**src/rtl/alternating_bridge_pulse_sequencer_top_macros.svh**
```systemverilog
// assertion macros for the alternating bridge pulse sequencer
// no dependencies; included by the top level
`ifndef ALTERNATING_BRIDGE_PULSE_SEQUENCER_TOP_MACROS_SVH
`define ALTERNATING_BRIDGE_PULSE_SEQUENCER_TOP_MACROS_SVH

`ifndef ASSERT_OFF
`define ABPS_ASSERT(lbl, clk, rst_n, prop) \
  lbl: assert property (@(posedge clk) disable iff (!rst_n) prop) \
    else $error("abps assertion failed");
`define ABPS_ASSERT_NEVER(lbl, clk, rst_n, expr) \
  lbl: assert property (@(posedge clk) disable iff (!rst_n) !(expr)) \
    else $error("abps forbidden condition seen");
`else
`define ABPS_ASSERT(lbl, clk, rst_n, prop)
`define ABPS_ASSERT_NEVER(lbl, clk, rst_n, expr)
`endif

`endif

```
**src/rtl/abps_pkg.sv**
```systemverilog
// types, constants and sweep table for the alternating bridge pulse sequencer
// no dependencies
package abps_pkg;

  localparam int unsigned LenW     = 8;
  localparam int unsigned StepW    = 4;
  localparam int unsigned TableLen = 12;

  localparam logic [LenW-1:0] PulseLenAReset = 8'd16;
  localparam logic [LenW-1:0] PulseLenBReset = 8'd16;
  localparam logic [LenW-1:0] GapLenReset    = 8'd2;

  typedef enum logic [1:0] {
    RegPulseLenA = 2'd0,
    RegPulseLenB = 2'd1,
    RegGapLen    = 2'd2,
    RegSweepMode = 2'd3
  } reg_idx_e;

  typedef struct packed {
    logic [LenW-1:0] len_a;
    logic [LenW-1:0] len_b;
    logic [LenW-1:0] gap;
  } sweep_entry_t;

  function automatic sweep_entry_t sweep_entry(input logic [StepW-1:0] idx);
    sweep_entry_t e;
    case (idx)
      4'd0:    e = '{len_a: 8'd1,  len_b: 8'd2,  gap: 8'd26};
      4'd1:    e = '{len_a: 8'd4,  len_b: 8'd5,  gap: 8'd24};
      4'd2:    e = '{len_a: 8'd7,  len_b: 8'd8,  gap: 8'd12};
      4'd3:    e = '{len_a: 8'd7,  len_b: 8'd8,  gap: 8'd12};
      4'd4:    e = '{len_a: 8'd10, len_b: 8'd8,  gap: 8'd12};
      4'd5:    e = '{len_a: 8'd10, len_b: 8'd8,  gap: 8'd12};
      4'd6:    e = '{len_a: 8'd8,  len_b: 8'd8,  gap: 8'd14};
      4'd7:    e = '{len_a: 8'd8,  len_b: 8'd8,  gap: 8'd14};
      4'd8:    e = '{len_a: 8'd8,  len_b: 8'd8,  gap: 8'd14};
      4'd9:    e = '{len_a: 8'd19, len_b: 8'd18, gap: 8'd20};
      4'd10:   e = '{len_a: 8'd14, len_b: 8'd11, gap: 8'd20};
      4'd11:   e = '{len_a: 8'd11, len_b: 8'd7,  gap: 8'd34};
      default: e = '0;
    endcase
    return e;
  endfunction

endpackage

```
**src/rtl/alternating_bridge_pulse_sequencer_top.sv**
```systemverilog
// alternating two-phase bridge pulse sequencer, top level
// depends on abps_pkg and alternating_bridge_pulse_sequencer_top_macros.svh
// a tick transaction accepted at one edge shows its registered result on the next cycle
// throughput: one tick per cycle while the output is taken; state update and result register in a single pass
// the result register frees as it is taken, so input stalls only on a held output
// reset (async, active low) restores register defaults and the sequencer state
`include "alternating_bridge_pulse_sequencer_top_macros.svh"

module alternating_bridge_pulse_sequencer_top #(
  parameter int unsigned SWEEP_STEPS = 12
) (
  input  logic       clk_i,
  input  logic       rst_ni,
  input  logic       s_axis_tvalid_i,
  output logic       s_axis_tready_o,
  input  logic [7:0] s_axis_tdata_i,   // [0] drive, [7:1] zero
  output logic       m_axis_tvalid_o,
  input  logic       m_axis_tready_i,
  output logic [7:0] m_axis_tdata_o,   // [0] phase_a_on, [1] phase_b_on,
                                       // [5:2] sweep_step, [6] swapped, [7] zero
  input  logic       cfg_valid_i,
  output logic       cfg_ready_o,
  input  logic [1:0] cfg_index_i,
  input  logic [7:0] cfg_data_i
);

  localparam int unsigned IdxW = abps_pkg::StepW + 1;

  logic [abps_pkg::LenW-1:0]  pulse_len_a_q, pulse_len_b_q, gap_len_q;
  logic                       sweep_mode_q;
  logic [abps_pkg::LenW-1:0]  count_a_q, count_a_d, count_b_q, count_b_d;
  logic [abps_pkg::LenW-1:0]  gap_count_q, gap_count_d;
  logic                       next_is_a_q, next_is_a_d;
  logic [abps_pkg::StepW-1:0] sweep_index_q, sweep_index_d;
  logic                       swap_flag_q, swap_flag_d;
  logic [abps_pkg::LenW-1:0]  work_len_a_q, work_len_a_d;
  logic [abps_pkg::LenW-1:0]  work_len_b_q, work_len_b_d;
  logic [abps_pkg::LenW-1:0]  work_gap_q, work_gap_d;
  logic [abps_pkg::LenW-1:0]  pulse_len_a_d, pulse_len_b_d, gap_len_d;
  logic                       sweep_mode_d;

  logic                       out_valid_q;
  logic                       phase_a_q, phase_a_d, phase_b_q, phase_b_d;

  logic                       in_acc, cfg_acc, drive;
  logic [abps_pkg::LenW-1:0]  gap_inc, load_len;
  logic [IdxW-1:0]            idx_inc;
  logic [abps_pkg::StepW-1:0] idx_new;
  logic                       swap_new;
  abps_pkg::sweep_entry_t     entry;
  logic [abps_pkg::LenW-1:0]  sw_len_a, sw_len_b, sw_gap;

  assign s_axis_tready_o = !out_valid_q || m_axis_tready_i;
  assign cfg_ready_o     = 1'b1;
  assign in_acc          = s_axis_tvalid_i && s_axis_tready_o;
  assign cfg_acc         = cfg_valid_i && cfg_ready_o;
  assign drive           = s_axis_tdata_i[0];

  assign gap_inc  = gap_count_q + 8'd1;
  assign idx_inc  = {1'b0, sweep_index_q} + IdxW'(1);
  assign idx_new  = (idx_inc >= IdxW'(SWEEP_STEPS)) ? '0 : idx_inc[abps_pkg::StepW-1:0];
  assign swap_new = (idx_inc >= IdxW'(SWEEP_STEPS)) ? !swap_flag_q : swap_flag_q;
  assign entry    = abps_pkg::sweep_entry(idx_new);

  always_comb begin
    if (idx_new < abps_pkg::StepW'(abps_pkg::TableLen)) begin
      sw_len_a = entry.len_a;
      sw_len_b = entry.len_b;
      sw_gap   = entry.gap;
    end else begin
      sw_len_a = work_len_a_q;
      sw_len_b = work_len_b_q;
      sw_gap   = work_gap_q;
    end
  end

  always_comb begin
    count_a_d     = count_a_q;
    count_b_d     = count_b_q;
    gap_count_d   = gap_count_q;
    next_is_a_d   = next_is_a_q;
    sweep_index_d = sweep_index_q;
    swap_flag_d   = swap_flag_q;
    work_len_a_d  = work_len_a_q;
    work_len_b_d  = work_len_b_q;
    work_gap_d    = work_gap_q;
    phase_a_d     = 1'b0;
    phase_b_d     = 1'b0;
    load_len      = '0;
    if (in_acc && drive) begin
      if (count_a_q != '0) begin
        count_a_d   = count_a_q - 8'd1;
        count_b_d   = '0;
        gap_count_d = '0;
        phase_a_d   = 1'b1;
      end else if (count_b_q != '0) begin
        count_b_d   = count_b_q - 8'd1;
        count_a_d   = '0;
        gap_count_d = '0;
        phase_b_d   = 1'b1;
      end else begin
        gap_count_d = gap_inc;
        if (gap_inc >= work_gap_q) begin
          if (sweep_mode_q) begin
            sweep_index_d = idx_new;
            swap_flag_d   = swap_new;
            work_len_a_d  = sw_len_a;
            work_len_b_d  = sw_len_b;
            work_gap_d    = sw_gap;
            load_len      = swap_new ? sw_len_b : sw_len_a;
          end else begin
            load_len = next_is_a_q ? work_len_a_q : work_len_b_q;
          end
          if (next_is_a_q) begin
            count_a_d   = load_len;
            next_is_a_d = 1'b0;
          end else begin
            count_b_d   = load_len;
            next_is_a_d = 1'b1;
          end
        end
      end
    end

    pulse_len_a_d = pulse_len_a_q;
    pulse_len_b_d = pulse_len_b_q;
    gap_len_d     = gap_len_q;
    sweep_mode_d  = sweep_mode_q;
    if (cfg_acc) begin
      unique case (abps_pkg::reg_idx_e'(cfg_index_i))
        abps_pkg::RegPulseLenA: pulse_len_a_d = cfg_data_i;
        abps_pkg::RegPulseLenB: pulse_len_b_d = cfg_data_i;
        abps_pkg::RegGapLen:    gap_len_d     = cfg_data_i;
        abps_pkg::RegSweepMode: sweep_mode_d  = cfg_data_i[0];
        default:                sweep_mode_d  = sweep_mode_q;
      endcase
      work_len_a_d = pulse_len_a_d;
      work_len_b_d = pulse_len_b_d;
      work_gap_d   = gap_len_d;
    end
  end

  always_ff @(posedge clk_i or negedge rst_ni) begin
    if (!rst_ni) begin
      pulse_len_a_q <= abps_pkg::PulseLenAReset;
      pulse_len_b_q <= abps_pkg::PulseLenBReset;
      gap_len_q     <= abps_pkg::GapLenReset;
      sweep_mode_q  <= 1'b0;
      count_a_q     <= 8'd16;
      count_b_q     <= 8'd16;
      gap_count_q   <= '0;
      next_is_a_q   <= 1'b0;
      sweep_index_q <= '0;
      swap_flag_q   <= 1'b0;
      work_len_a_q  <= abps_pkg::PulseLenAReset;
      work_len_b_q  <= abps_pkg::PulseLenBReset;
      work_gap_q    <= abps_pkg::GapLenReset;
      out_valid_q   <= 1'b0;
    end else begin
      pulse_len_a_q <= pulse_len_a_d;
      pulse_len_b_q <= pulse_len_b_d;
      gap_len_q     <= gap_len_d;
      sweep_mode_q  <= sweep_mode_d;
      count_a_q     <= count_a_d;
      count_b_q     <= count_b_d;
      gap_count_q   <= gap_count_d;
      next_is_a_q   <= next_is_a_d;
      sweep_index_q <= sweep_index_d;
      swap_flag_q   <= swap_flag_d;
      work_len_a_q  <= work_len_a_d;
      work_len_b_q  <= work_len_b_d;
      work_gap_q    <= work_gap_d;
      if (in_acc) begin
        out_valid_q <= 1'b1;
      end else if (m_axis_tready_i) begin
        out_valid_q <= 1'b0;
      end
    end
  end

  // result payload, loaded with each tick transaction
  logic [abps_pkg::StepW-1:0] step_q;
  logic                       swapped_q;

  always_ff @(posedge clk_i) begin
    if (in_acc) begin
      phase_a_q <= phase_a_d;
      phase_b_q <= phase_b_d;
      step_q    <= sweep_index_d;
      swapped_q <= swap_flag_d;
    end
  end

  assign m_axis_tvalid_o = out_valid_q;
  assign m_axis_tdata_o  = {1'b0, swapped_q, step_q, phase_b_q, phase_a_q};

  `ABPS_ASSERT_NEVER(a_phases_exclusive, clk_i, rst_ni, out_valid_q && phase_a_q && phase_b_q)
  `ABPS_ASSERT(a_step_in_range, clk_i, rst_ni, {1'b0, sweep_index_q} < IdxW'(SWEEP_STEPS))
  `ABPS_ASSERT(a_hold_tick_off, clk_i, rst_ni, (in_acc && !drive) |=> (!phase_a_q && !phase_b_q))
  `ABPS_ASSERT(a_one_pulse_count, clk_i, rst_ni, (in_acc && drive && (count_a_q != '0)) |=> (count_b_q == '0))

endmodule
```
**config.mk**
```make
export PLATFORM = sky130hd
export DESIGN_NAME = alternating_bridge_pulse_sequencer_top
export DESIGN_NICKNAME = d
export VERILOG_FILES = /design/src/rtl/abps_pkg.sv /design/src/rtl/alternating_bridge_pulse_sequencer_top.sv
export VERILOG_INCLUDE_DIRS = /design/src /design/src/rtl
export SDC_FILE = /design/constraint.sdc
export NUM_CORES = 1
export LEC_CHECK = 0
export ABC_AREA = 0
export BUFFER_PORTS_ARGS = -buffer_cell sky130_fd_sc_hd__buf_2
export CORE_MARGIN = 2
export CORE_UTILIZATION = 35
export DETAILED_ROUTE_END_ITERATION = 12
export PLACE_DENSITY = 0.53
export SLEW_MARGIN = 20
export SYNTH_ARGS = -nofsm -noshare
export SYNTH_HDL_FRONTEND = slang
export SYNTH_SLANG_ARGS = --single-unit
export TNS_END_PERCENT = 1
```
**constraint.sdc**
```tcl
create_clock -name clk_i -period 9.9 [get_ports clk_i]
set_clock_uncertainty 0.2 [all_clocks]
set_input_delay 0.495 -clock clk_i [delete_from_list [all_inputs] [get_ports clk_i]]
set_output_delay 0.495 -clock clk_i [all_outputs]
set_load 0.01 [all_outputs]
```
=== Yosys cells after proc, flatten, opt, wreduce, memory -nomap -nowiden ===
Memory sizes are Yosys's and may differ from the RTL's.
Cells that the tools add are included.

* Flip-flop bits (word level): 87
* Bits in latches: 0
* Bits in writable memories: 0
* Memory bits (read-only): 240
* Input port bits: 23
* Output and inout bits: 11
* Word-level logic and storage cells: 111
* Memories kept: 1

* Add/sub/neg operators: 4
* Multipliers: 0
* Div/mod/pow operators: 0
* Magnitude comparators: 3
* Equality and inequality tests: 6
* Shift-type cells: 0
* Multiplexer cells: 54
* Bitwise operators: 3
* Reduce and logical (&&, ||, !) cells: 22

{| class="wikitable"
|+ Memory list
! memory !! depth !! bits a word !! rd ports !! clocked after memory_dff !! write ports !! line !! text
|-
| (name not given) || 16 || 15 || 1 || 0 || 0 || abps_pkg.sv:28 || <nowiki>case (idx)</nowiki>
|}

{| class="wikitable"
|+ Operators by type and width
! cell !! count
|-
| 8-bit 2-to-1 mux || 37
|-
| 4-bit 2-to-1 mux || 6
|-
| 8-bit nonzero test || 2
|-
| 8-bit by 1-bit subtractor with 8-bit output (second input constant) || 2
|-
| 1-bit 2-to-1 mux || 11
|-
| 2-bit nonzero test || 5
|-
| 8-bit by 1-bit adder with 8-bit output (second input constant) || 1
|-
| 8-bit greater-or-equal comparator || 1
|-
| 3-bit AND reduction || 2
|-
| 6-bit AND reduction || 1
|-
| 3-bit nonzero test || 2
|-
| 4-bit by 1-bit adder with 5-bit output (second input constant) || 1
|-
| 5-bit by 4-bit greater-or-equal comparator with 1-bit output (second input constant) || 1
|-
| 5-bit AND reduction || 1
|-
| 2-bit == test (second input constant) || 2
|-
| 4-bit < comparator (second input constant) || 1
|-
| 2-bit inequality test (second input constant) || 2
|-
| 4-bit AND reduction || 1
|-
| 3-bit by 1-bit inequality test with 1-bit output (second input constant) || 1
|-
| 1-bit NOT || 3
|-
| 2-bit by 1-bit == test with 1-bit output (second input constant) || 1
|-
| 1-bit logical AND || 2
|-
| 1-bit zero test || 2
|-
| 2-bit zero test || 1
|-
| other kinds (3) || 3
|}

=== Logic depth before layout (Yosys ltp) ===
Gate-level depths: netlist of run 1.

* Word-level depth: 11
* Gate-level depth with buffers: 13
* Mapped depth without buffers: 12

=== Worst setup path after synthesis of run 1 ===
Ideal clock, no wire load.

* Path type: reg-to-reg
* From: register gap_count_q[0] (netlist name)
* To: register step_q[3] (netlist name), data pin
* Library setup time: 0.277 ns
* Arrival: 2.672 ns
* Data required time: 9.423 ns
* Slack: 6.751 ns
* Cell stages (with the launch flop): 13
* Buffers on the path: 2
* Period minus slack after synthesis: 3.149 ns
* Cells stage by stage: dfrtp_1 > and3_1 > and3_1 > and3_1 > xor2_1 > ha_1 > a211o_1 > a21oi_1 > o21ai_0 > nand3_2 > buf_6 > clkbuf_1 > o21ai_0

* Word-level cells in the longest chain between the ends: 6

{| class="wikitable"
|+ Ends and longest elaborated chain
! what !! line !! text
|-
| from (decl) || alternating_bridge_pulse_sequencer_top.sv:32 || <nowiki>logic [abps_pkg::LenW-1:0] gap_count_q, gap_count_d;</nowiki>
|-
| from (signal assigned) || alternating_bridge_pulse_sequencer_top.sv:166 || <nowiki>gap_count_q <= gap_count_d;</nowiki>
|-
| 8-bit by 1-bit adder with 8-bit output || alternating_bridge_pulse_sequencer_top.sv:59 || <nowiki>assign gap_inc = gap_count_q + 8'd1;</nowiki>
|-
| 8-bit greater-or-equal comparator || alternating_bridge_pulse_sequencer_top.sv:103 || <nowiki>if (gap_inc >= work_gap_q) begin</nowiki>
|-
| 4-bit 2-to-1 mux || alternating_bridge_pulse_sequencer_top.sv:103 ||
|-
| 4-bit 2-to-1 mux || alternating_bridge_pulse_sequencer_top.sv:96 || <nowiki>end else if (count_b_q != '0) begin</nowiki>
|-
| 4-bit 2-to-1 mux || alternating_bridge_pulse_sequencer_top.sv:91 || <nowiki>if (count_a_q != '0) begin</nowiki>
|-
| 4-bit 2-to-1 mux || alternating_bridge_pulse_sequencer_top.sv:90 || <nowiki>if (in_acc && drive) begin</nowiki>
|-
| net sweep_index_d (one bit) || alternating_bridge_pulse_sequencer_top.sv:34 || <nowiki>logic [abps_pkg::StepW-1:0] sweep_index_q, sweep_index_d;</nowiki>
|-
| to (signal assigned) || alternating_bridge_pulse_sequencer_top.sv:189 || <nowiki>step_q <= sweep_index_d;</nowiki>
|-
| to (decl) || alternating_bridge_pulse_sequencer_top.sv:182 || <nowiki>logic [abps_pkg::StepW-1:0] step_q;</nowiki>
|}

The timed path passes the listed nets, and every way through them passes these cells.
A chain may end at the register's enable or synchronous reset.

=== Worst setup path in the final report of run 1 ===
* From: register sweep_index_q[1] (netlist name)
* To: register count_b_q[0] (netlist name)

* Word-level cells in the longest chain between the ends: 11
* Elaborated cells on any way between the ends: 14
* Those cells by class: add/sub: 1; order compare: 2; mux: 10; memory: 1

{| class="wikitable"
|+ Ends and longest elaborated chain
! what !! line !! text
|-
| from (decl) || alternating_bridge_pulse_sequencer_top.sv:34 ||
|-
| from (signal assigned) || alternating_bridge_pulse_sequencer_top.sv:168 || <nowiki>sweep_index_q <= sweep_index_d;</nowiki>
|-
| 4-bit by 1-bit adder with 5-bit output (*) || alternating_bridge_pulse_sequencer_top.sv:60 || <nowiki>assign idx_inc = {1'b0, sweep_index_q} + IdxW'(1);</nowiki>
|-
| 5-bit by 4-bit greater-or-equal comparator with 1-bit output || alternating_bridge_pulse_sequencer_top.sv:61, alternating_bridge_pulse_sequencer_top.sv:62 ||
|-
| 4-bit 2-to-1 mux || alternating_bridge_pulse_sequencer_top.sv:61 || <nowiki>assign idx_new = (idx_inc >= IdxW'(SWEEP_STEPS)) ? '0 : idx_inc[abps_pkg::StepW-1:0];</nowiki>
|-
| memory 16 x 15 bit or 4-bit < comparator (tied branches) || n/a ||
|-
| 8-bit 2-to-1 mux || alternating_bridge_pulse_sequencer_top.sv:66 || <nowiki>if (idx_new < abps_pkg::StepW'(abps_pkg::TableLen)) begin</nowiki>
|-
| 8-bit 2-to-1 mux (*) || alternating_bridge_pulse_sequencer_top.sv:110 || <nowiki>load_len = swap_new ? sw_len_b : sw_len_a;</nowiki>
|-
| 8-bit 2-to-1 mux (*) || alternating_bridge_pulse_sequencer_top.sv:104 || <nowiki>if (sweep_mode_q) begin</nowiki>
|-
| 8-bit 2-to-1 mux (*) || alternating_bridge_pulse_sequencer_top.sv:114 || <nowiki>if (next_is_a_q) begin</nowiki>
|-
| 8-bit 2-to-1 mux (*) || alternating_bridge_pulse_sequencer_top.sv:103 ||
|-
| 8-bit 2-to-1 mux (*) || alternating_bridge_pulse_sequencer_top.sv:96 ||
|-
| 8-bit 2-to-1 mux (*) || alternating_bridge_pulse_sequencer_top.sv:91 ||
|-
| to (signal assigned) || alternating_bridge_pulse_sequencer_top.sv:165 || <nowiki>count_b_q <= count_b_d;</nowiki>
|-
| to (decl) || alternating_bridge_pulse_sequencer_top.sv:31 || <nowiki>logic [abps_pkg::LenW-1:0] count_a_q, count_a_d, count_b_q, count_b_d;</nowiki>
|}

Mark *: on every way between the ends. The rest lies on a longest branch, timed or not. The select of a mux whose other input is x is not followed.

==> impl.org, run 1 <==
** Status
- The run finished with clean final reports.

** Synthesis
- Synth Area per Inst :: 9.54 um2
- Counting flops with a built-in enable in the synthesized netlist gives 7.
- In the synthesized netlist, the number of instances is 563.
- The share of synthesized area in the top cell type comes to 0.335.
- Post-synthesis instance area :: 5370 um2
- The number of nets handed over by synthesis was 609.
- After synthesis the netlist holds a flip-flop and latch count of 87.
- Register area share after synthesis :: 0.414
- Top cells by area, synth :: dfrtp_1 (34%), ha_1 (5.4%), mux2i_1 (5.2%)
- Post-synthesis cell type count :: 67
- Async set-reset flop share out of synthesis :: 0.920
- The biggest area contributor in the post-synthesis netlist is dfrtp_1.
- Among all flip-flop cells after synthesis, the most frequent one is dfrtp_1.
- During synthesis, Yosys emitted a total of 0 warnings.

** Floorplanning
- The floorplan step set the die width to 128 um.
- Core Region :: 15,100 um2
- Die outline height :: approximately 130 um
- Effective utilization at floorplan :: 0.356
- Number of I/O pins :: 34
- The die covers 16,400 um2.
- The floorplan has 45 rows.

** STA
- Achievable Freq :: between 200 and 250 MHz
- Slew Limit Fails :: 0
- Adding up every negative setup slack in the final design gives 0 ps.
- Slew at the pin with the worst max-slew slack :: 984 ps
- Unrepaired setup endpoints after global routing :: no
- Least setup slack across all paths after layout :: 5730 ps
- Final Critical Period :: 4170 ps
- Headroom to the max-slew limit came out at 0.344.
- The number of hold violations in the final report came to 0.
- Final worst path period share :: 0.422
- Setup violations remaining at the end of the flow were counted as 0.

** GRT
- The first global-routing pass estimated 21,900 um of wire.
- GR Overflow Total :: 0
- Antenna violations before repair :: 0
- Entering global routing, the biggest net connects 76 pins.
- Global Route Usage Sum :: 0.168
- The number of global-route vias before repair was just over 4,000.

** Placement
- At the placement stage, the worst setup path has a slack of around 5800 ps.
- GPL Wtd Cong :: 0.875
- In this run the tool buffered the top-level ports with 24 buffer cells.
- The HPWL after detailed placement is roughly 9500 um.

** Clock tree
- Clock slew seen by the registers of the worst setup and hold paths :: approximately 70 ps
- The H-tree generated during clock tree synthesis spans 3 levels.
- The clock passes through at most 2 buffers.
- Total CTS buffers :: 9
- Clock tree synthesis selected as its root buffer the cell clkbuf_16.
- Clock tree from TritonCTS :: done
- Clock insertion delay at the later pin of the skew report :: 350 ps
- # clock sinks :: slightly below 90
- Once the clock tree was built, the setup fixing pass inserted 0 buffers.

** Setup path
- Top cell family by delay on the critical path :: compound AO/OA/AOI/OAI gates
- The critical path in this run is classified as reg2reg.
- Slowest cell delay on critical path :: 590 ps
- Along the worst path, the maximum fanout reaches 16.
- The worst setup path is captured at a flop.
- In this run the worst setup path begins at sweep_index_q[1].
- STA classifies the critical path startpoint as a flop.
- On the critical path, the stage with the largest delay is an instance of ha_1.
- Walking the worst path, the cells encountered are ha_1 -> and4b_1 -> a211oi_1 -> nand2_1 -> ha_1 -> a211oi_1 -> nor4_1 -> o311ai_1 -> a31oi_1.
- Worst Path Required :: 9900 ps
- In this run the critical register-to-register path is launched from sweep_index_q[1].
- Signal arrival time at the worst endpoint :: 4180 ps
- Counting both buffers and inverters, the worst setup path holds a total of 0.

** Power and ir drop
- Of the total power, the share spent switching nets is 0.312.
- Flop pwr share :: 0.473
- Summed over all cells, the static leakage comes to 2.57 nW.
- Internal power component :: 676 uW
- Total design power :: 983 uW
- Power share of the combinational group :: 0.185
- Power density over the cells :: approximately 170 nW/um2
- Switching power :: 307 uW
- IR analysis of the VDD net gives a maximum drop of between 80 and 90 uV.
- Clock group share of total power :: 0.341

** Layout
- Synthesis-to-layout area growth :: 9.32%
- 0 antenna diodes ended up in the layout.
- The library cell used most frequently in the layout, excluding fill and tap cells, is dfrtp_1.
- In the layout the commonest cells are dfrtp_1 (72), nand2_1 (54), o21ai_0 (43).
- The multi-input combinational cells in the finished layout cover a total of 2890 um2.
- Across the whole layout, storage elements account for 2220 um2.
- The final layout contains 612 nets.
- Of the cells placed in the final design, the portion with a size suffix greater than 1 is 0.149.
- After filler insertion, the fill cell instance count of the layout stands at approximately 1,600.

** Routing
- For this block, the via count after detailed routing is 4,282.
- The count of nets left with antenna violations once routing finished came out at 0.
- Dividing the detail-routed wire length by the instance count gives about 17 um.
- Using the TritonRoute via totals, the vias-per-cell ratio works out to about 5.6.
- The routed design has 13,300 um of wire.
- Iteration-0 DRC Markers :: 298
- Detailed-route DRC error count :: 0
- The first TritonRoute pass finished after 6 iterations.

** Hold path
- Worst hold path class :: in2reg
- Origin of the worst min-delay path :: s_axis_tvalid_i

** Run
- Across the run, the number of max-cap violations was 0.
cell usage after synthesis, drive strengths merged, types with 7 or more instances:
| cell type | count |
|---|---|
| dfrtp | 72 |
| nand2 | 54 |
| o21ai | 43 |
| nor2 | 34 |
| mux2i | 28 |
| clkbuf | 24 |
| ha | 23 |
| inv | 22 |
| mux2 | 19 |
| nand3 | 18 |
| a21oi | 17 |
| a31oi | 14 |
| buf | 12 |
| a211oi | 11 |
| nand2b | 11 |
| or3 | 9 |
| and3 | 8 |
| dfstp | 8 |
| nor3 | 8 |
| nor4 | 8 |
| o22ai | 8 |
| or4 | 8 |
| edfxtp | 7 |
| o211ai | 7 |
per-layer routing:
metal  track usage  vias up  share of wire
met1         0.247     2066           0.50
met5             0        -              0
met2         0.250      122           0.44
met4        0.0530        0          0.015
met3        0.0326       19          0.046
li1              -     2075              -
cells by family after synthesis:
group,count (synthesis),share of synthesized area
DFF,87,0.414
adders and majority gates,23,0.0536
AOI/OAI and AO/OA,148,0.185
other,2,0.00140
muxes,47,0.0920
and+or+nand+nor,189,0.190
xor gates and xnor gates,9,0.0161
buffers and inverters,58,0.0482
stage by stage:
stage	std cells	hold WS (ps)	util	cell area (um2)
global route	759	191	0.389	5870
finish	759	177	0.389	5870
global placement	742	108	0.370	5580
detailed placement	742	108	0.370	5580
floorplan	563	-0.591	-	5370
CTS	759	176	0.389	5870
layout make-up:
class                      instances  area share
clock buffer                      10      0.0407
clock inverter                     6     0.00810
inverter                          22      0.0141
multi-input combinational        418       0.492
sequential                        87       0.378
tap                              188      0.0401
timing repair buffer              28      0.0264
worst paths after layout:
check | end | slack, ps | cells after the start
setup / recovery | count_b_q[0] | 5730 | 9
hold / removal | m_axis_tvalid_o | 180 | 2
setup reg to reg | count_b_q[0] | 5730 | 9
hold reg to reg | gap_len_q[1] | 270 | 2
max in group asynchronous | work_len_a_q[2] | 8050 | 3
min in group asynchronous | sweep_index_q[0] | 290 | 2
power groups by stage:
stage	combinational (mW)	clock, mW	sequential [mW]
after floorplan	0.141	0	0.455
after global placement	0.177	0	0.468
after detailed placement	0.182	0	0.471
after CTS	0.184	0.342	0.464
final	0.182	0.336	0.465
after global routing	0.208	0.360	0.473
timing repair:
| action | 4_1_cts | 5_1_grt |
|---|---|---|
| hold endpoints to repair | 5 | 0 |
| endpoints found under the setup margin | 0 | 0 |
| hold buffers | 1 | 0 |
| gates resized for setup | 0 | 0 |
(Power assumes the default switching activity.)
==> inputs of run 2 (changes only) <==
--- a/config.mk
+++ b/config.mk
@@ -6,12 +6,12 @@
 export SDC_FILE = /design/constraint.sdc
 export NUM_CORES = 1
 export LEC_CHECK = 0
-export ABC_AREA = 0
+export ABC_AREA = 1
 export BUFFER_PORTS_ARGS = -buffer_cell sky130_fd_sc_hd__buf_2
 export CORE_MARGIN = 2
 export CORE_UTILIZATION = 35
 export DETAILED_ROUTE_END_ITERATION = 12
-export PLACE_DENSITY = 0.53
+export PLACE_DENSITY = 0.55
 export SLEW_MARGIN = 20
 export SYNTH_ARGS = -nofsm -noshare
 export SYNTH_HDL_FRONTEND = slang
==> constraint.sdc (replaced) <==
create_clock -name clk_i -period 3.75 [get_ports clk_i]
set_clock_uncertainty 0.2 [all_clocks]
set_input_delay 0.1875 -clock clk_i [delete_from_list [all_inputs] [get_ports clk_i]]
set_output_delay 0.1875 -clock clk_i [all_outputs]
set_load 0.01 [all_outputs]
==> impl.org, run 2 <==
** Synthesis
- Async set-reset flop share out of synthesis :: 0.920
- The Yosys step of the flow raised 0 warnings.
- The complex-gate fraction of the synthesized area was 0.137.
- Of the total synthesized cell area, the portion taken by AND, OR, NAND and NOR gates is 0.262.
- Of the total synthesized cell area, the portion taken by full adders, half adders and majority gates is 0.0553.
- Of the post-synthesis cell area, the part taken by muxes is 0.
- In the synthesized netlist, the number of instances is 683.
- Seq cells post-synth :: 87
- Library cell occupying the most area in the post-synthesis netlist :: dfrtp_1
- The number of nets handed over by synthesis was about 730.
- Ranked by instance count, the synthesized netlist is headed by nand2_1 (200), inv_1 (81), dfrtp_1 (72).
- The cell area that synthesis handed to floorplanning was about 5200 um2.
- Synth Area per Inst :: about 7.6 um2
- After synthesis, the largest family of logic cells by area is simple AND/OR/NAND/NOR gates.
- In this run, synthesis inferred 7 flip-flops with an integrated enable.
- Of the total synthesized cell area, the portion taken by XOR and XNOR cells is 0.0298.
- Leading cell type by number of instances after synthesis :: nand2_1
- Register area share after synthesis :: 0.427
- Post-synthesis cell type count :: 39
- Yosys top cell area share :: 0.346
- Post-synth top flop :: dfrtp_1
- In the post-synthesis netlist, the biggest area contributors are dfrtp_1 (35%), nand2_1 (14%), inv_1 (5.8%).

** Layout
- Leaving out fill and tap cells, the most frequent cell in the layout is nand2_1.
- Measured on the finished design, the core utilization comes to 0.401.
- The sequential cells in the finished layout cover a total of 2220 um2.
- Area used by multi-input combinational logic :: about 2500 um2
- Antenna diodes :: 0
- Relative to the synthesized area, the layout overhead comes to 12.1%.
- The net count of the finished layout is ~760.
- Post-route cell area :: 5830 um2
- Fill cells :: 1,532
- Top library cells by usage in the layout, fill and taps aside :: nand2_1 (200), inv_1 (81), dfrtp_1 (72)
- Of the cells placed in the final design, the portion with a size suffix greater than 1 is 0.108.

** GRT
- In the global route stage, overall resource usage came out at 0.170.
- The number of antenna violations at the first check in global routing was 0.
- Entering global routing, the biggest net connects 63 pins.
- GR Overflow Total :: 0
- The number of global-route vias before repair was about 4,300.
- Global-route wire length before repair :: approximately 22,000 um

** Routing
- Detailed-route DRC error count :: 0
- The first routing iteration left 361 violations.
- The final route contains ~4,500 vias.
- Avg WL per Cell :: between 10 and 15 um
- In this run the remaining antenna-violating nets after routing total 0.
- Using the TritonRoute via totals, the vias-per-cell ratio works out to 5.03.
- Overall routed net length :: 13,000 um
- TritonRoute pass-1 iters :: 7

** Clock tree
- Root buffer cell :: clkbuf_16
- Clock-pin slew was measured on the worst setup and hold paths at around 60 ps.
- Clock insertion delay at the later pin of the skew report :: 350 ps
- After clock tree synthesis, the repair step resized 0 gates.
- CTS saw 87 sinks.
- H-tree depth :: 3
- Total CTS buffers :: 9
- Maximum root-to-sink buffer count :: 2
- TritonCTS built the clock tree.
- For this design, the CTS-stage hold fixing added 9 buffers.
- Buffers added to address setup during post-CTS repair amount to 0.

** STA
- The worst path meets setup with 429 ps of slack.
- Setup violations remaining at the end of the flow were counted as 0.
- For the final routed database, the setup TNS stands at 0 ps.
- Setup repair after global routing left no endpoint under its margin.
- Final Critical Period :: 3320 ps
- Slew Limit Fails :: 0
- The number of hold violations in the final report was 0.
- Static timing analysis puts the maximum clock frequency at 301 MHz.
- Final worst path period share :: 0.885
- Rel. slew slack :: 0.310
- At the pin with the least slew margin, the transition time is 1030 ps.

** Power and ir drop
- VDD sags by at most ~280 uV.
- Power density over the cells :: 650 nW/um2
- Summed over all cells, the static leakage comes to roughly 3.0 nW.
- Total design power :: 3.79 mW

** Floorplanning
- Core Region :: 14,500 um2
- The floorplan has 44 rows.
- Die outline height :: 126 um
- The die covers roughly 16,000 um2.
- For this design the top-level I/O count stands at 34.
- Effective utilization at floorplan :: 0.358
- From left edge to right edge, the die measures 126 um.

** Placement
- GPL Wtd Cong :: 0.849
- The HPWL after detailed placement is 9430 um.
- Placement-stage cell area :: ~5500 um2
- Worst Setup Slack post-DPL :: 422 ps
- Total of buffers placed on input and output ports :: 24

** Setup path
- Critical path, cell by cell :: ha_1 -> inv_1 -> nand2_1 -> nand2_1 -> nor2_1 -> nand2_1 -> nand2_1 -> nor2_1 -> inv_1 -> ha_1 -> o2111ai_1 -> nand2_1 -> nand2_1 -> nand2_1 -> nand3_1 -> nand2_1 -> nand2_1 -> nand2_1 -> nand2_1
- Worst R2R Path Depth :: 19
- End of the worst register-to-register path :: count_a_q[1]
- Crit path buffers/inverters :: 2
- Slowest cell delay on critical path :: 480 ps
- Signal arrival time at the worst endpoint :: 3400 ps
- Top cell family by delay on the critical path :: simple AND/OR/NAND/NOR gates
- Setup slack on the worst reg-to-reg path comes out at around 430 ps.
- Element type at the critical path end :: flop
- Data on the critical path is required at its endpoint by 3830 ps.
- In this run the critical register-to-register path is launched from sweep_index_q[0].
- Critical path peak fanout :: 8
- The critical path in this run is classified as reg2reg.
- Standard cell with the maximum stage delay on the critical path :: dfrtp_1
- Launching element type of the critical path :: flop
- Counting stages on the worst path, the most repeated cell is nand2_1.

** Hold path
- Cell depth of the worst min-delay path :: 3
- Worst hold path class :: in2reg
- The startpoint identified for the worst hold timing path is cfg_data_i[2].
- The path with the worst hold slack has its endpoint at gap_len_q[2].

** Run
- Max-cap violations in this run came to 0.

** Status
- Outcome :: completed
[run 2: worst max path at each step]
stage	startpoint	endpoint	slack [ps]	cells after the start
after floorplan	gap_count_q[0]	count_b_q[2]	940	18
after global placement	gap_count_q[0]	work_len_a_q[5]	480	17
after global routing	sweep_index_q[0]	count_b_q[1]	50	19
after detailed placement	gap_count_q[0]	work_len_a_q[6]	420	17
after CTS	gap_count_q[0]	work_len_a_q[6]	400	17
final	sweep_index_q[0]	count_a_q[1]	430	19
[run 2: cells by family (layout without fill, tap and decap cells)]
family | after synthesis | in the layout
XOR/XNOR | 16 | 16
AND/OR/NAND/NOR | 313 | 313
buffers and inverters | 112 | 143
adder cells (fa/ha/maj) | 23 | 23
AO/OA/AOI/OAI | 130 | 130
other | 2 | 2
flip-flops | 87 | 87
[run 2: stage by stage]
step | hold slack [ps] | std cells
2_1_floorplan | -308 | 683
3_3_place_gp | 152 | 873
3_5_place_dp | 148 | 873
4_1_cts | 1.36 | 898
5_1_grt | 35.2 | 898
6_report | 13.8 | 898
[run 2: final cells by class]
cell class,count,share of cell area
Timing Repair Buffer,36,0.0403
Clock buffer,12,0.0423
Tap cell,184,0.0395
Multi-Input combinational cell,484,0.433
Clock inverter,4,0.00515
Sequential cell,87,0.381
Inverter,91,0.0586
[run 2: where the power goes]
part	internal (mW)	leakage, nW	switching [mW]
logic	0.540	1.83	1.06
registers	1.17	1.04	0.176
clock network	0.470	0.133	0.372
[run 2: worst reg2reg max path: cells and delay by family, from the launching register on]
family	cells	cell delay (ps)
flops	1	480
buf+inv	2	320
fa+ha+maj	2	530
simple gates	14	1450
compound gates	1	250
[run 2: metal layers]
layer,wire (um),up-vias,track usage
met3,544,20,0.0268
met1,6330,2148,0.239
met2,5860,100,0.262
met4,308,0,0.0730
li1,-,2253,-
met5,0,-,0
==> inputs of run 3 (changes only) <==
--- a/config.mk
+++ b/config.mk
@@ -11,7 +11,6 @@
 export CORE_MARGIN = 2
 export CORE_UTILIZATION = 35
 export DETAILED_ROUTE_END_ITERATION = 12
-export PLACE_DENSITY = 0.55
 export SLEW_MARGIN = 20
 export SYNTH_ARGS = -nofsm -noshare
 export SYNTH_HDL_FRONTEND = slang
==> impl.org, run 3 (synthesized netlist as in run 2, its figures left out) <==
** Setup path
- On the worst path, the slowest cell contributes a delay of 410 ps.
- The worst setup path is of the reg2reg kind.
- Signal arrival time at the worst endpoint :: 3350 ps
- Along the worst path, the maximum fanout reaches 9.
- Data on the critical path is required at its endpoint by 3850 ps.
- The cell that appears most often on the critical path is nand2_1.
- STA classifies the critical path startpoint as a flop.
- The slowest stage of the critical path belongs to the cell dfrtp_1.
- The worst setup path is captured at a flop.
- The critical path goes through nand3_1 -> nand3b_1 -> nor3_1 -> xor2_1 -> inv_1 -> ha_1 -> nand2_1 -> nor2_1 -> nand4_1 -> nand3_1 -> nor2_1 -> inv_1 -> nand2_1 -> nor2_4 -> clkinv_1 -> nor2_1 -> nand2_1 -> nand2_1.

** Power and ir drop
- Dividing total power by cell area gives a power density of 659 nW/um2.
- Of the total power, combinational logic draws 0.413.
- Cell internal power was estimated by the tool at 2.24 mW.
- Across the VDD grid, the largest voltage drop is approximately 350 uV.
- Summing internal, switching and leakage power gives 3.86 mW.
- Reported leakage power :: a little over 3 nW
- Switching share of power :: 0.421
- Clock group share of total power :: 0.238
- Flop pwr share :: 0.348
- The analysis attributes to net switching a power of 1.62 mW.

** GRT
- The number of global-route vias before repair was 3,963.
- The number of antenna violations at the first check in global routing came to 0.
- For this run, the total global-route usage over all layers was measured as 0.162.
- Entering global routing, the biggest net connects 70 pins.
- The first global-routing pass estimated 20,400 um of wire.
- After global routing the overflow that remains totals 0.

** Floorplanning
- Core Region :: approximately 15,000 um2
- The die is roughly 130 um wide.
- Effective utilization at floorplan :: 0.358
- The initialized floorplan defines 44 standard-cell rows.
- The die covers 15,900 um2.
- For this design the top-level I/O count stands at 34.
- Die outline height :: 126 um

** Run
- Across the run, the number of max-cap violations was 0.

** STA
- Final worst path period share :: 0.868
- Derived from the worst setup path, the maximum achievable clock frequency is 307 MHz.
- The worst path in the final design needs a cycle of 3260 ps, including I/O delays and setup.
- WHS :: 8.28 ps
- Unrepaired setup endpoints after global routing :: no
- Rel. slew slack :: 0.386
- The number of hold violations in the final report came to 0.
- Final setup violation count :: 0
- The number of max-slew violations in the final report is 0.
- After routing, the total negative slack on setup checks comes to 0 ps.
- Least setup slack across all paths after layout :: 493 ps
- At the pin with the least slew margin, the transition time is 918 ps.

** Placement
- Counting tap cells, the placed design contains a total of 875 instances.
- HPWL after detailed placement :: 8770 um
- Before CTS, the worst setup slack after placement is between 400 and 500 ps.
- In this run the tool buffered the top-level ports with 24 buffer cells.
- GPL Wtd Cong :: 0.905

** Layout
- Filler-free cell count of the finished design :: 899
- Fill cells in the final layout number approximately 1,500.
- Area used by multi-input combinational logic :: ~2500 um2
- FF/Latch Area :: approximately 2200 um2
- Synthesis-to-layout area growth :: 12.6%
- The number of antenna diodes in the final layout is 0.
- The library cell used most frequently in the layout, excluding fill and tap cells, is nand2_1.
- In the final layout, the share of cells above drive strength 1 is 0.112.
- The top cell types in the final layout, fill and taps aside, are nand2_1 (200), inv_1 (81), dfrtp_1 (72).
- Net total in the final layout :: 756

** Clock tree
- CTS placed an instance of clkbuf_16 at the clock tree root.
- After clock tree synthesis, the clock-pin slew on the worst setup and hold paths is 70 ps.
- Setup Buffers After CTS :: 0
- Maximum root-to-sink buffer count :: 2
- Clock insertion delay at the later pin of the skew report :: ~350 ps
- Total CTS buffers :: 9
- H-tree depth :: 3
- Clock tree synthesis found a total of between 80 and 90 sinks.
- Clock tree from TritonCTS :: done

** Routing
- Overall routed net length :: 12,300 um
- Iteration-0 DRC Markers :: 351
- Dividing the detail-routed wire length by the instance count gives 13.7 um.
- Post-route antenna net violation count :: 0
- TritonRoute pass-1 iters :: 5
- After detailed routing, the number of vias per cell comes to 4.83.
- In the routed design, unresolved DRC markers number 0.
- Total number of vias :: 4,341

** Status
- Outcome :: completed

** Hold path
- The min-delay analysis places its worst path in the category in2reg.
[run 3: path summary, 6_finish.rpt]
| path | from | endpoint | slack, ps | cells after the start |
|---|---|---|---|---|
| min | cfg_data_i[7] | gap_len_q[7] | 8 | 3 |
| min reg2reg | pulse_len_a_q[4] | pulse_len_a_q[4] | 270 | 2 |
| max | gap_count_q[0] | count_b_q[2] | 490 | 18 |
| max reg2reg | gap_count_q[0] | count_b_q[2] | 490 | 18 |
| min in group asynchronous | rst_ni | gap_count_q[3] | 330 | 2 |
| max in group asynchronous | rst_ni | gap_len_q[1] | 2240 | 3 |
[run 3: timing repair]
action | CTS | global route
endpoints found under the hold margin | 70 | 0
hold buffers | 8 | 0
gates resized for setup | 0 | 0
[run 3: power by group through the flow]
stage	logic, mW	clock network (mW)	registers, mW
after global placement	1.56	0	1.35
after floorplan	1.23	0	1.30
after detailed placement	1.57	0	1.36
after global routing	1.83	0.983	1.37
after CTS	1.59	0.945	1.34
final	1.60	0.920	1.34
[run 3: cell type report]
cell class / count / area share
Clock buffer: 10 / 0.0391
Clock inverter: 6 / 0.0117
Inverter: 91 / 0.0583
Multi-Input combinational cell: 484 / 0.431
Sequential cell: 87 / 0.379
Tap cell: 184 / 0.0393
Timing Repair Buffer: 37 / 0.0410
[run 3: metrics by stage]
step,instance area [um2],util
6_report,5860,0.403
5_1_grt,5860,0.403
4_1_cts,5860,0.403
3_5_place_dp,5480,0.377
3_3_place_gp,5480,0.377
2_1_floorplan,5200,-
[run 3: worst max-delay path, delay by kind of cell (launching register included)]
family	cells	cell delay, ps
fa+ha+maj	1	290
simple gates	13	1660
buf+inv	3	430
xor+xnor	1	230
flops	1	410
[run 3: metal layers]
metal	track usage	wire length (um)	up-vias
met1	0.237	6300	2007
met5	0	0	-
met2	0.235	5310	73
met3	0.0268	412	18
met4	0.0756	303	0
li1	-	-	2243
